**src/rtl/core/twlpm_pkg.sv**
```systemverilog
// ----------------------------------------------------------------------------
// twlpm_pkg
// Shared constants for the text word, line and page match scanner.
// ----------------------------------------------------------------------------
package twlpm_pkg;

  localparam int unsigned MAX_QUERY_BYTES_DEF = 8;
  localparam int unsigned COUNT_WIDTH_DEF     = 32;
  localparam int unsigned PAGE_WIDTH_DEF      = 16;

  // configuration register widths and reset values
  localparam int unsigned QUERY_W      = 64;
  localparam int unsigned QLEN_W       = 4;
  localparam int unsigned LPP_W        = 10;
  localparam logic [LPP_W-1:0] LPP_RESET = LPP_W'(50);

  // configuration register indexes
  localparam int unsigned CFG_IDX_W = 2;
  localparam logic [CFG_IDX_W-1:0] CFG_QUERY_CHARS    = 2'd0;
  localparam logic [CFG_IDX_W-1:0] CFG_QUERY_LENGTH   = 2'd1;
  localparam logic [CFG_IDX_W-1:0] CFG_LINES_PER_PAGE = 2'd2;

  // stream word layouts
  localparam int unsigned IN_TDATA_W  = 8;
  localparam int unsigned WORD_TOT_W  = 32;
  localparam int unsigned MATCH_W     = 32;
  localparam int unsigned PAGE_NUM_W  = 16;
  localparam int unsigned OUT_FIELD_W = WORD_TOT_W + MATCH_W + PAGE_NUM_W + 2;
  localparam int unsigned OUT_TDATA_W = ((OUT_FIELD_W + 7) / 8) * 8;

  localparam int unsigned WORD_TOT_LSB  = 0;
  localparam int unsigned MATCH_LSB     = WORD_TOT_W;
  localparam int unsigned PAGE_NUM_LSB  = MATCH_LSB + MATCH_W;
  localparam int unsigned LINE_HIT_BIT  = PAGE_NUM_LSB + PAGE_NUM_W;
  localparam int unsigned PAGE_HIT_BIT  = LINE_HIT_BIT + 1;

  // special bytes
  localparam logic [7:0] BYTE_NUL = 8'd0;
  localparam logic [7:0] BYTE_TAB = 8'd9;
  localparam logic [7:0] BYTE_LF  = 8'd10;
  localparam logic [7:0] BYTE_CR  = 8'd13;
  localparam logic [7:0] BYTE_SP  = 8'd32;

  function automatic logic is_blank(input logic [7:0] b);
    return ((b >= BYTE_TAB) && (b <= BYTE_CR)) || (b == BYTE_SP);
  endfunction

endpackage

```
**src/rtl/core/text_word_line_page_match_scanner_unit.sv**
```systemverilog
// ----------------------------------------------------------------------------
// text_word_line_page_match_scanner_unit
// Streaming word counter, query line matcher and page tracker.
// ----------------------------------------------------------------------------
// One text byte per input word, one result word per input word, at a
// sustained rate of one byte per clock unless out_tready stalls it: the
// byte is scanned by the match and count logic in the accept cycle and the
// result lands in the output register, which is refilled while it is being taken.
// Zero bytes return the current counters and leave all state untouched.
// Write the query and page size over the cfg port only while the stream is
// idle; lines_per_page of zero acts as one.
module text_word_line_page_match_scanner_unit #(
  parameter int unsigned MAX_QUERY_BYTES = twlpm_pkg::MAX_QUERY_BYTES_DEF,
  parameter int unsigned COUNT_WIDTH     = twlpm_pkg::COUNT_WIDTH_DEF,
  parameter int unsigned PAGE_WIDTH      = twlpm_pkg::PAGE_WIDTH_DEF
) (
  input  logic                                  clk,
  input  logic                                  rst_n,
  // input stream
  input  logic                                  in_tvalid,
  output logic                                  in_tready,
  input  logic [twlpm_pkg::IN_TDATA_W-1:0]      in_tdata,   // [7:0] data_byte
  // result stream
  output logic                                  out_tvalid,
  input  logic                                  out_tready,
  // [31:0] word_total, [63:32] matched_lines, [79:64] page_number,
  // [80] line_hit, [81] page_hit, [87:82] zero
  output logic [twlpm_pkg::OUT_TDATA_W-1:0]     out_tdata,
  // configuration
  input  logic                                  cfg_valid,
  output logic                                  cfg_ready,
  input  logic [twlpm_pkg::CFG_IDX_W-1:0]       cfg_index,
  input  logic [twlpm_pkg::QUERY_W-1:0]         cfg_data
);

  localparam int unsigned WIN_W  = 8 * MAX_QUERY_BYTES;
  localparam int unsigned FILL_W = $clog2(MAX_QUERY_BYTES + 1);
  localparam int unsigned CMP_W  = (FILL_W > twlpm_pkg::QLEN_W) ? FILL_W : twlpm_pkg::QLEN_W;
  localparam int unsigned CNT_XW = (COUNT_WIDTH > 32) ? COUNT_WIDTH : 32;
  localparam int unsigned PG_XW  = (PAGE_WIDTH > 16) ? PAGE_WIDTH : 16;

  // configuration
  logic [twlpm_pkg::QUERY_W-1:0] query_r;
  logic [twlpm_pkg::QLEN_W-1:0]  qlen_r;
  logic [twlpm_pkg::LPP_W-1:0]   lpp_r;

  // scan state
  logic                         in_word_r,      in_word_nxt;
  logic [WIN_W-1:0]             window_r,       window_nxt;
  logic [FILL_W-1:0]            fill_r,         fill_nxt;
  logic                         line_matched_r, line_matched_nxt;
  logic [twlpm_pkg::LPP_W-1:0]  line_in_page_r, line_in_page_nxt;
  logic [PAGE_WIDTH-1:0]        page_r,         page_nxt;
  logic                         page_rep_r,     page_rep_nxt;
  logic [COUNT_WIDTH-1:0]       word_cnt_r,     word_cnt_nxt;
  logic [COUNT_WIDTH-1:0]       match_cnt_r,    match_cnt_nxt;

  // output register
  logic                               out_valid_r;
  logic [twlpm_pkg::OUT_TDATA_W-1:0]  out_data_r, out_data_nxt;

  logic                   accept;
  logic [7:0]             b;
  logic [CMP_W-1:0]       qlen_eff;
  logic [FILL_W-1:0]      push_fill;
  logic [WIN_W-1:0]       push_win;
  logic                   win_hit;
  logic                   lhit, phit;
  logic [twlpm_pkg::LPP_W:0] line_inc;
  logic [CNT_XW-1:0]      word_x, match_x;
  logic [PG_XW-1:0]       page_x;

  assign cfg_ready  = 1'b1;
  assign in_tready  = !out_valid_r || out_tready;
  assign accept     = in_tvalid && in_tready;
  assign out_tvalid = out_valid_r;
  assign out_tdata  = out_data_r;
  assign b          = in_tdata[7:0];

  always_ff @(posedge clk) begin
    if (!rst_n) begin
      query_r <= '0;
      qlen_r  <= '0;
      lpp_r   <= twlpm_pkg::LPP_RESET;
    end else if (cfg_valid && cfg_ready) begin
      unique case (cfg_index)
        twlpm_pkg::CFG_QUERY_CHARS:    query_r <= cfg_data;
        twlpm_pkg::CFG_QUERY_LENGTH:   qlen_r  <= cfg_data[twlpm_pkg::QLEN_W-1:0];
        twlpm_pkg::CFG_LINES_PER_PAGE: lpp_r   <= cfg_data[twlpm_pkg::LPP_W-1:0];
        default: ;
      endcase
    end
  end

  always_comb begin
    if (CMP_W'(qlen_r) > CMP_W'(MAX_QUERY_BYTES)) qlen_eff = CMP_W'(MAX_QUERY_BYTES);
    else                                          qlen_eff = CMP_W'(qlen_r);

    push_win  = WIN_W'({window_r, b});
    push_fill = (fill_r < FILL_W'(MAX_QUERY_BYTES)) ? fill_r + 1'b1 : fill_r;

    win_hit = (CMP_W'(push_fill) >= qlen_eff);
    for (int i = 0; i < MAX_QUERY_BYTES; i++) begin
      if ((CMP_W'(i) < qlen_eff) && (push_win[8*i +: 8] != query_r[8*i +: 8]))
        win_hit = 1'b0;
    end

    in_word_nxt      = in_word_r;
    window_nxt       = window_r;
    fill_nxt         = fill_r;
    line_matched_nxt = line_matched_r;
    line_in_page_nxt = line_in_page_r;
    page_nxt         = page_r;
    page_rep_nxt     = page_rep_r;
    word_cnt_nxt     = word_cnt_r;
    match_cnt_nxt    = match_cnt_r;
    lhit             = 1'b0;
    phit             = 1'b0;
    line_inc         = {1'b0, line_in_page_r} + 1'b1;

    if (b != twlpm_pkg::BYTE_NUL) begin
      if (twlpm_pkg::is_blank(b)) begin
        in_word_nxt = 1'b0;
      end else if (!in_word_r) begin
        in_word_nxt = 1'b1;
        if (!(&word_cnt_r)) word_cnt_nxt = word_cnt_r + 1'b1;
      end

      window_nxt = push_win;
      fill_nxt   = push_fill;

      if (!line_matched_r && win_hit) begin
        line_matched_nxt = 1'b1;
        lhit             = 1'b1;
        if (!(&match_cnt_r)) match_cnt_nxt = match_cnt_r + 1'b1;
        if (!page_rep_r) begin
          page_rep_nxt = 1'b1;
          phit         = 1'b1;
        end
      end

      if (b == twlpm_pkg::BYTE_LF) begin
        window_nxt       = '0;
        fill_nxt         = '0;
        line_matched_nxt = 1'b0;
        if (line_inc >= {1'b0, lpp_r}) begin
          line_in_page_nxt = '0;
          page_rep_nxt     = 1'b0;
          if (!(&page_r)) page_nxt = page_r + 1'b1;
        end else begin
          line_in_page_nxt = line_inc[twlpm_pkg::LPP_W-1:0];
        end
      end
    end

    word_x  = CNT_XW'(word_cnt_nxt);
    match_x = CNT_XW'(match_cnt_nxt);
    page_x  = PG_XW'(page_r);

    out_data_nxt = '0;
    out_data_nxt[twlpm_pkg::WORD_TOT_LSB +: twlpm_pkg::WORD_TOT_W] =
      word_x[twlpm_pkg::WORD_TOT_W-1:0];
    out_data_nxt[twlpm_pkg::MATCH_LSB +: twlpm_pkg::MATCH_W] =
      match_x[twlpm_pkg::MATCH_W-1:0];
    out_data_nxt[twlpm_pkg::PAGE_NUM_LSB +: twlpm_pkg::PAGE_NUM_W] =
      page_x[twlpm_pkg::PAGE_NUM_W-1:0];
    out_data_nxt[twlpm_pkg::LINE_HIT_BIT] = lhit;
    out_data_nxt[twlpm_pkg::PAGE_HIT_BIT] = phit;
  end

  always_ff @(posedge clk) begin
    if (!rst_n) begin
      in_word_r      <= 1'b0;
      window_r       <= '0;
      fill_r         <= '0;
      line_matched_r <= 1'b0;
      line_in_page_r <= '0;
      page_r         <= PAGE_WIDTH'(1);
      page_rep_r     <= 1'b0;
      word_cnt_r     <= '0;
      match_cnt_r    <= '0;
      out_valid_r    <= 1'b0;
    end else begin
      if (accept) begin
        in_word_r      <= in_word_nxt;
        window_r       <= window_nxt;
        fill_r         <= fill_nxt;
        line_matched_r <= line_matched_nxt;
        line_in_page_r <= line_in_page_nxt;
        page_r         <= page_nxt;
        page_rep_r     <= page_rep_nxt;
        word_cnt_r     <= word_cnt_nxt;
        match_cnt_r    <= match_cnt_nxt;
      end
      if (accept)          out_valid_r <= 1'b1;
      else if (out_tready) out_valid_r <= 1'b0;
    end
  end

  always_ff @(posedge clk) begin
    if (accept) out_data_r <= out_data_nxt;
  end

endmodule

```
**config.mk**
```make
export PLATFORM = sky130hd
export DESIGN_NAME = text_word_line_page_match_scanner_unit
export DESIGN_NICKNAME = d
export VERILOG_FILES = /design/src/rtl/core/twlpm_pkg.sv /design/src/rtl/core/text_word_line_page_match_scanner_unit.sv
export SDC_FILE = /design/constraint.sdc
export NUM_CORES = 1
export LEC_CHECK = 0
export ABC_AREA = 1
export BUFFER_PORTS_ARGS = -buffer_cell sky130_fd_sc_hd__clkbuf_2
export CAP_MARGIN = 15
export CORE_UTILIZATION = 41
export DETAILED_ROUTE_END_ITERATION = 12
export HOLD_SLACK_MARGIN = 0.12
export PLACE_DENSITY = 0.72
export SLEW_MARGIN = 20
export SYNTH_ARGS = -nofsm -noshare
export SYNTH_HDL_FRONTEND = slang
export SYNTH_SLANG_ARGS = --single-unit
export TNS_END_PERCENT = 30
```
**constraint.sdc**
```tcl
create_clock -name clk -period 3.8 [get_ports clk]
set_input_delay 0 -clock clk [delete_from_list [all_inputs] [get_ports clk]]
set_output_delay 0 -clock clk [all_outputs]
set_load 0.05 [all_outputs]
```
==> summary.txt, run 1 <==
Synth
  • Share of Yosys cell area claimed by the top area cell type: 0.2933
  • Async set-reset flop share out of synthesis: 0
  • Syn Inst Count: 2194
  • Synth top area cells: dfxtp_1 (29%), edfxtp_1 (16%), nand2_1 (14%)
  • Post-synth EDFFs: between 80 and 90
  • Register area share after synthesis: 0.4488
  • Syn Std Cell Area: between 0.015 and 0.02 mm^2
  • Syn_area_per_cell: just over 7 um^2
  • Post-synth top flop: dfxtp_1
  • Ys Warns: 0
  • Yosys cell types: between 40 and 50
  • Synth area leader: dfxtp_1
  • Post-synthesis register bit count: around 310

Pwr
  • Comb power frac: 0.170
  • Sequential power share: 0.438
  • Peak supply drop: about 0.28 mV
  • Power Density: around 460 mW/mm^2
  • Sw Share: 0.2965
  • Clock Power Share: 0.392
  • NetSw: between 0.002 and 0.003 W
  • LEAKAGE: a little under 9 nW
  • Internal power: ~0.0062 W

STA
  • Clock Skew: around 21 ps
  • Final Hold Viols: 0
  • Final period util: 0.8312
  • Fin crit period: ~3200 ps
  • RSZ-0062 raised after global routing: false
  • Max Fclk: roughly 320 MHz
  • Worst-margin pin slew: roughly 1000 ps
  • Max Slew Vio Count: 0
  • Slew Limit Headroom: 0.3470
  • Total Neg Setup Slack: 0 ps
  • # setup viols final: 0

Global routing
  • First-pass GRT wire length: between 70000 and 80000 um
  • GRT Total Usage: 0.2221
  • Remaining global-route overflow: 0
  • Vias in the first global route: 14390
  • Initial antenna violation count: 0
  • Largest net degree at the start of global routing: 99

Clock network
  • Number of clock sinks: 314
  • Post-cts resize count: 0
  • Clk_lat worst skew: about 550 ps
  • H-tree Lvls: 2
  • Clock tree from TritonCTS: done
  • CTS buffer count: 35
  • # Post-CTS Setup Buffers: 0
  • Worst-path clk slew: 60 ps
  • Root Driver: clkbuf_16
  • Clock Path Buffers: 3

Drt
  • Avg Vias per Cell: 5.063
  • Routed WL per cell: between 10 and 15 um
  • DRT iter0 DRCs: about 1100
  • DRC viols: 0
  • Total wire length: roughly 43000 um
  • Final ANT Viol Nets: 0
  • Vias: 14980
  • TritonRoute pass-1 iters: 5

Placement
  • DPL Wire Length: 28760 um
  • GP Congestion: 0.9717
  • Port buffer count: 162

Die
  • Die width: between 150 and 200 um
  • Core Region: 0.03784 mm^2
  • Starting Density: 0.4185
  • Die H: a little under 200 um
  • Die Area: between 0.03 and 0.04 mm^2
  • Num rows: about 70
  • IO Count: 170

Critical path
  • Critical Path Source: line_in_page_r[0]$_SDFFE_PN0P_
  • Critical Path RT: roughly 4300 ps
  • Critical Path Source Type: register
  • Critical-path maximum fanout: 17
  • Worst reg2reg endpoint: page_r[6]$_SDFFE_PN0P_
  • R2R depth: 18
  • Kind of critical path: register to register
  • Crit path to: page_r[6]$_SDFFE_PN0P_
  • Reg2reg setup slack: 640 ps
  • Worst EP arrival: roughly 3600 ps
  • Kind of end point of the critical path: register
  • Critical R2R Launch: line_in_page_r[0]$_SDFFE_PN0P_

Run
  • Max Cap Viol: 0

Finish
  • Synth-to-Final Area Change: 21.32%
  • Layout cell share with drive strength beyond 1: 0.1189
  • Antenna Cells: 0
  • Fill cells: between 3000 and 4000
  • Final core utilization: 0.5077
  • NumNets Final: about 2500

Hold path
  • Hold WC Path Type: input port to register

Run status
  • Status: completed
## logic make-up (layout without fill, tap and decap cells)
logic type               count (synthesis)  in the layout  share of synthesized area
AO/OA/AOI/OAI                          327            327                     0.1128
XOR/XNOR                                70             70                    0.03871
adder cells (fa/ha/maj)                 19             19                    0.01501
buffers and inverters                  394            642                    0.09900
flip-flops                             314            314                     0.4488
other                                    2              7                  0.0004742
AND/OR/NAND/NOR                       1068           1068                     0.2852
## area by class of cell
| cell class | count | area, um^2 | area share |
|---|---|---|---|
| Tap cell | 511 | 639.4 | 0.03328 |
| Inverter | 295 | 1114 | 0.05796 |
| Clock inverter | 19 | 217.7 | 0.01133 |
| Clock buffer | 44 | 950.9 | 0.04949 |
| Timing Repair Buffer | 284 | 1994 | 0.1038 |
| Sequential cell | 314 | 7107 | 0.3699 |
| Multi-Input combinational cell | 1491 | 7191 | 0.3743 |
## cell usage in the layout (no fill, tap or decap), types with 82 or more instances in the layout
master / n
a21oi_1: 141
clkbuf_2: 161
dfxtp_1: 232
dlygate4sd3_1: 102
edfxtp_1: 82
inv_1: 273
nand2_1: 579
nand3_1: 117
nor2_1: 226
o21ai_0: 105
## worst max-delay path, stage by stage (launching register included)
cell and delay (ps):
dfxtp_1 380, inv_1 90, nor4_1 390, nand4_1 190
nor2_1 120, nand2_1 70, xor2_1 160, inv_1 70
ha_1 290, nand2_1 60, inv_1 60, nand2_1 50
o311ai_1 80, inv_1 90, nand2_1 170, nand2_2 260
inv_2 340, nand2_1 80, a21oi_1 150
## synth_stat cells (4+ instances only)
| master | instances |
|---|---|
| nand3_1 | 117 |
| o21ai_0 | 105 |
| nand4_1 | 55 |
| nor3_1 | 49 |
| ha_1 | 19 |
| clkbuf_1 | 60 |
| edfxtp_1 | 82 |
| inv_1 | 275 |
| nor2_1 | 226 |
| o21ai_1 | 18 |
| xnor2_1 | 16 |
| nor4_1 | 7 |
| xor2_1 | 54 |
| inv_2 | 18 |
| nand2_1 | 581 |
| a21oi_1 | 141 |
| buf_1 | 9 |
| a211oi_1 | 45 |
| nor2_2 | 13 |
| dfxtp_1 | 232 |
| o22ai_1 | 8 |
| buf_4 | 12 |
| nand2_2 | 4 |
| buf_2 | 15 |
## worst min-delay path by stage
stage	slack, ps	to	startpoint	cells after the start
after floorplan	130	lpp_r[1]$_SDFFE_PN1P_	cfg_data[1]	2
after global placement	220	query_r[61]$_SDFFE_PN0P_	cfg_data[61]	3
after detailed placement	230	query_r[19]$_SDFFE_PN0P_	cfg_data[19]	3
after CTS	150	out_tvalid$_SDFFE_PN0P_	in_tvalid	3
after global routing	210	lpp_r[3]$_SDFFE_PN0P_	cfg_index[0]	4
final	180	out_tvalid$_SDFFE_PN0P_	in_tvalid	3
## stage by stage
step / power, W / worst slack, ps / hold slack (ps) / std cells / area [um^2]
2_1_floorplan: 0.004994 / 602.5 / 130.4 / 2199 / 15860
3_5_place_dp: 0.005347 / 659.2 / 231.5 / 2793 / 17020
6_report: 0.008841 / 641.3 / 178.6 / 2958 / 19210
5_1_grt: 0.009247 / 166.2 / 208.9 / 2958 / 19210
3_3_place_gp: 0.005310 / 764.6 / 224.8 / 2793 / 17020
4_1_cts: 0.008907 / 658.7 / 151.5 / 2958 / 19210
## power groups by stage
stage               registers [W]  clock network, W  logic, W
floorplan                 0.00417                 0  0.000820
global placement          0.00393                 0   0.00138
detailed placement        0.00394                 0   0.00140
CTS                       0.00387           0.00354   0.00149
global route              0.00390           0.00367   0.00167
finish                    0.00387           0.00346   0.00150
## state kept, by name (all words and copies together), names as in the netlist
name	cells
window_r	56
in_word_r	1
page_rep_r	1
out_tvalid	1
page_r	16
line_matched_r	1
match_cnt_r	32
word_cnt_r	32
qlen_r	4
lpp_r	10
line_in_page_r	10
fill_r	4
out_tdata	82
query_r	64
## what timing repair did
action                     in CTS  in global routing
setup endpoints to repair       0                  0
hold endpoints to repair       88                  0
hold buffers                  102                  0
## per-layer routing
metal,GRT usage,part of all wire
met5,0,0
met4,0.06410,0.020
met3,0.03747,0.062
met2,0.3792,0.47
met1,0.2873,0.45
No activity file was read; power rests on OpenSTA's default activity.
==> run 2, diff against run 1 <==
--- a/config.mk
+++ b/config.mk
@@ -5,13 +5,13 @@
 export SDC_FILE = /design/constraint.sdc
 export NUM_CORES = 1
 export LEC_CHECK = 0
-export ABC_AREA = 1
+export ABC_AREA = 0
 export BUFFER_PORTS_ARGS = -buffer_cell sky130_fd_sc_hd__clkbuf_2
 export CAP_MARGIN = 15
 export CORE_UTILIZATION = 41
 export DETAILED_ROUTE_END_ITERATION = 12
 export HOLD_SLACK_MARGIN = 0.12
-export PLACE_DENSITY = 0.72
+export PLACE_DENSITY = 0.73
 export SLEW_MARGIN = 20
 export SYNTH_ARGS = -nofsm -noshare
 export SYNTH_HDL_FRONTEND = slang
==> constraint.sdc (replaced) <==
create_clock -name clk -period 2.8 [get_ports clk]
set_input_delay 0 -clock clk [delete_from_list [all_inputs] [get_ports clk]]
set_output_delay 0 -clock clk [all_outputs]
set_load 0.05 [all_outputs]
==> run 2 against run 1 <==
Effect of this change:
- the run now ends with negative setup slack left
- register-to-register slack got worse by 760 ps
- clock skew fell by 0.72 ps
- first-iteration DRC count fell by 16%
- worst hold slack improved by 87 ps
- combinational power fell by 9%
- routed wire length fell by 15%
- area after synthesis fell by 9.4%
- synthesized cell count fell by 27%
- design area fell by 3.9%
==> summary.txt, run 2 <==
Drt
  • Routed wl met3: 1602 um (was 2656 um)
  • DRT iter0 DRCs: 899 (was 1070)
  • DRC viols: 0 (unchanged)
  • Total wire length: 36470 um (was 43100 um)
  • Routed WL per cell: 15.56 um (was 14.57 um)
  • Avg Vias per Cell: 5.260 (was 5.063)
  • TritonRoute pass-1 iters: 7 (was 5)
  • Top Metal Used: met4 (unchanged)
  • Vias: 12330 (was 14980)
  • DR WL met2: 17760 um (was 20360 um)
  • DRT met1 WL: 16180 um (was 19220 um)
  • Final ANT Viol Nets: 0 (unchanged)

Synth
  • Register area share after synthesis: 0.4953 (was 0.4488)
  • Share of Yosys cell area claimed by the top area cell type: 0.3237 (was 0.2933)
  • Syn_area_per_cell: 8.990 um^2 (was 7.218 um^2)
  • Synth area leader: dfxtp_1 (unchanged)
  • Yosys cell types: 66 (was 48)
  • Post-synth EDFFs: 82 (unchanged)
  • Synth top area cells: dfxtp_1 (32%), edfxtp_1 (17%), nand2_1 (8.7%) (was dfxtp_1 (29%), edfxtp_1 (16%), nand2_1 (14%))
  • Top-count cell post-synth: nand2_1 (unchanged)
  • Syn Inst Count: 1596 (was 2194)
  • Ys Warns: 0 (unchanged)
  • Post-synthesis register bit count: 314 (unchanged)
  • Post-synth top flop: dfxtp_1 (unchanged)
  • Async set-reset flop share out of synthesis: 0 (unchanged)
  • Syn Std Cell Area: 0.01435 mm^2 (was 0.01584 mm^2)
  • Most frequent cells after synthesis: nand2_1 (332), dfxtp_1 (232), a21oi_1 (169), xnor2_1 (94), nor2_1 (89) (was nand2_1 (581), inv_1 (275), dfxtp_1 (232), nor2_1 (226), a21oi_1 (141))

Pwr
  • LEAKAGE: 6.990 nW (was 8.721 nW)
  • Peak supply drop: 0.3145 mV (was 0.2765 mV)
  • Total power draw: 0.01090 W (was 0.008841 W)
  • Power Density: 590.3 mW/mm^2 (was 460.1 mW/mm^2)

STA
  • Worst-margin pin slew: 950.7 ps (was 979.5 ps)
  • Final Hold Viols: 0 (unchanged)
  • Fin crit period: 2920 ps (was 3159 ps)
  • Final hold slack: 265.3 ps (was 178.6 ps)
  • Max Fclk: 342.4 MHz (was 316.6 MHz)
  • Clock Skew: 20.35 ps (was 21.06 ps)
  • Max Slew Vio Count: 0 (unchanged)
  • Final period util: 1.043 (was 0.8312)
  • Slew Limit Headroom: 0.3641 (was 0.3470)
  • RSZ-0062 raised after global routing: true (was false)
  • PnR worst setup slack: -120.3 ps (was 641.3 ps)
  • # setup viols final: 10 (was 0)

Placement
  • GP Congestion: 0.8302 (was 0.9717)
  • Place WS: -154.4 ps (was 659.2 ps)
  • Port buffer count: 162 (unchanged)
  • DPL Wire Length: 23760 um (was 28760 um)
  • Placed insts: 2186 (was 2793)

Finish
  • Largest register FFs: 82 (unchanged)
  • NumNets Final: 1959 (was 2519)
  • Final core utilization: 0.5357 (was 0.5077)
  • Cell Count, Final, Fillers Out: 2343 (was 2958)
  • Commonest non-fill, non-tap cell in the layout: nand2_1 (unchanged)
  • Most frequent cells in the layout: nand2_1 (332), dfxtp_1 (226), a21oi_1 (164) (was nand2_1 (579), inv_1 (273), dfxtp_1 (232))
  • Layout cell share with drive strength beyond 1: 0.2004 (was 0.1189)
  • Synth-to-Final Area Change: 28.64% (was 21.32%)

Die
  • Die Area: 0.03575 mm^2 (was 0.03942 mm^2)
  • Die width: 189.1 um (was 198.5 um)
  • Starting Density: 0.4164 (was 0.4185)
  • Num rows: 68 (was 71)
  • IO Count: 170 (unchanged)
  • Die H: 189.1 um (was 198.5 um)
  • Core Region: 0.03446 mm^2 (was 0.03784 mm^2)

Critical path
  • Critical Path RT: 3230 ps (was 4270 ps)
  • Critical Path Source Type: register (unchanged)
  • Kind of critical path: register to register (unchanged)
  • Worst EP arrival: 3350 ps (was 3630 ps)
  • Critical-path maximum fanout: 5 (was 17)
  • Kind of end point of the critical path: register (unchanged)

Clock network
  • Clock Path Buffers: 3 (unchanged)
  • Clock tree from TritonCTS: done (unchanged)
  • CTS buffer count: 35 (unchanged)
  • Number of clock sinks: 314 (unchanged)
  • Clk_lat worst skew: 510 ps (was 550 ps)
  • Root Driver: clkbuf_16 (unchanged)
  • Worst-path clk slew: 60 ps (about the same)
  • H-tree Lvls: 2 (unchanged)

Hold path
  • Hold WC Path Type: input port to register (unchanged)

Global routing
  • Largest net degree at the start of global routing: 78 (was 99)
  • Remaining global-route overflow: 0 (unchanged)
  • GRT Total Usage: 0.1978 (was 0.2221)
  • Vias in the first global route: 11820 (was 14390)
  • First-pass GRT wire length: 58440 um (was 70880 um)
  • Initial antenna violation count: 2 (was 0)

Run status
  • Failing checks: negative setup slack
  • Status: finished with violations (was completed)

Run
  • Max Cap Viol: 0 (unchanged)
## run 2: cell types whose count changed after synthesis, moves of 44 or more
cell and change:
inv_1 -246, nor2_1 -137, o21ai_0 -86, nand2_1 -249, xnor2_1 +78, nand3_1 -83, a211oi_1 -44
## run 2: what timing repair did
action                                  in CTS  in global routing
gates resized for setup                     15                 64
endpoints found under the setup margin      34                 59
hold buffers                                86                  0
pin swaps                                   11                 18
endpoints found under the hold margin      105                  0
buffers inserted                             0                  3
cloned                                       1                  3
## run 2: path summary, 6_finish.rpt
kind	from	to	slack, ps	cells after the start
max	fill_r[0]$_SDFFE_PN0P_	match_cnt_r[15]$_SDFFE_PN0P_	-120	10
min	cfg_data[25]	query_r[25]$_SDFFE_PN0P_	270	4
max reg2reg	fill_r[0]$_SDFFE_PN0P_	match_cnt_r[15]$_SDFFE_PN0P_	-120	10
min reg2reg	lpp_r[7]$_SDFFE_PN0P_	lpp_r[7]$_SDFFE_PN0P_	460	2
## run 2: cells by family (layout without fill, tap and decap cells)
group | after synthesis | after routing | synth area share
flops | 314 | 314 | 0.4953
compound gates | 254 | 254 | 0.1042
fa+ha+maj | 19 | 19 | 0.01657
simple gates | 699 | 700 | 0.2334
other cells | 2 | 9 | 0.0005234
mux | 22 | 22 | 0.01561
buf+inv | 124 | 408 | 0.03549
xor+xnor | 162 | 162 | 0.09888
## run 2: routing by layer
layer | track usage | vias to the layer above
li1 | - | 6063
met1 | 0.2572 | 5875
met2 | 0.3355 | 328
met3 | 0.02762 | 59
met4 | 0.06855 | 0
met5 | 0 | -
## run 2: layout make-up
class	count	area (um^2)
Fill cell	3043	16000
Multi-Input combinational cell	1164	7169
Sequential cell	314	7117
Timing Repair Buffer	316	2308
Clock buffer	46	999.7
Tap cell	455	569.3
Clock inverter	16	171.4
Inverter	30	117.6
Antenna cell	2	5.005
## run 2: through the flow
step                      setup TNS, ps  area, um^2
final                            -594.3       18460
after global routing              -3290       18460
after CTS                        -540.3       18040
after detailed placement          -2281       15920
after global placement           -956.7       15920
after floorplan                   -4057       14370
## run 2: where the power goes
part / internal, W / switching (W)
combinational: 0.000504 / 0.000870
sequential: 0.00479 / 0.0000855
clock: 0.00280 / 0.00184
## run 2: critical path, cell delays in order (launching register included)
cell and delay (ps):
dfxtp_4 350, ha_4 220, mux2_4 290, ha_4 250, o21ai_1 50, a21oi_1 170
o2111ai_2 180, or3b_4 520, clkbuf_16 190, or4_1 470, a21oi_1 150
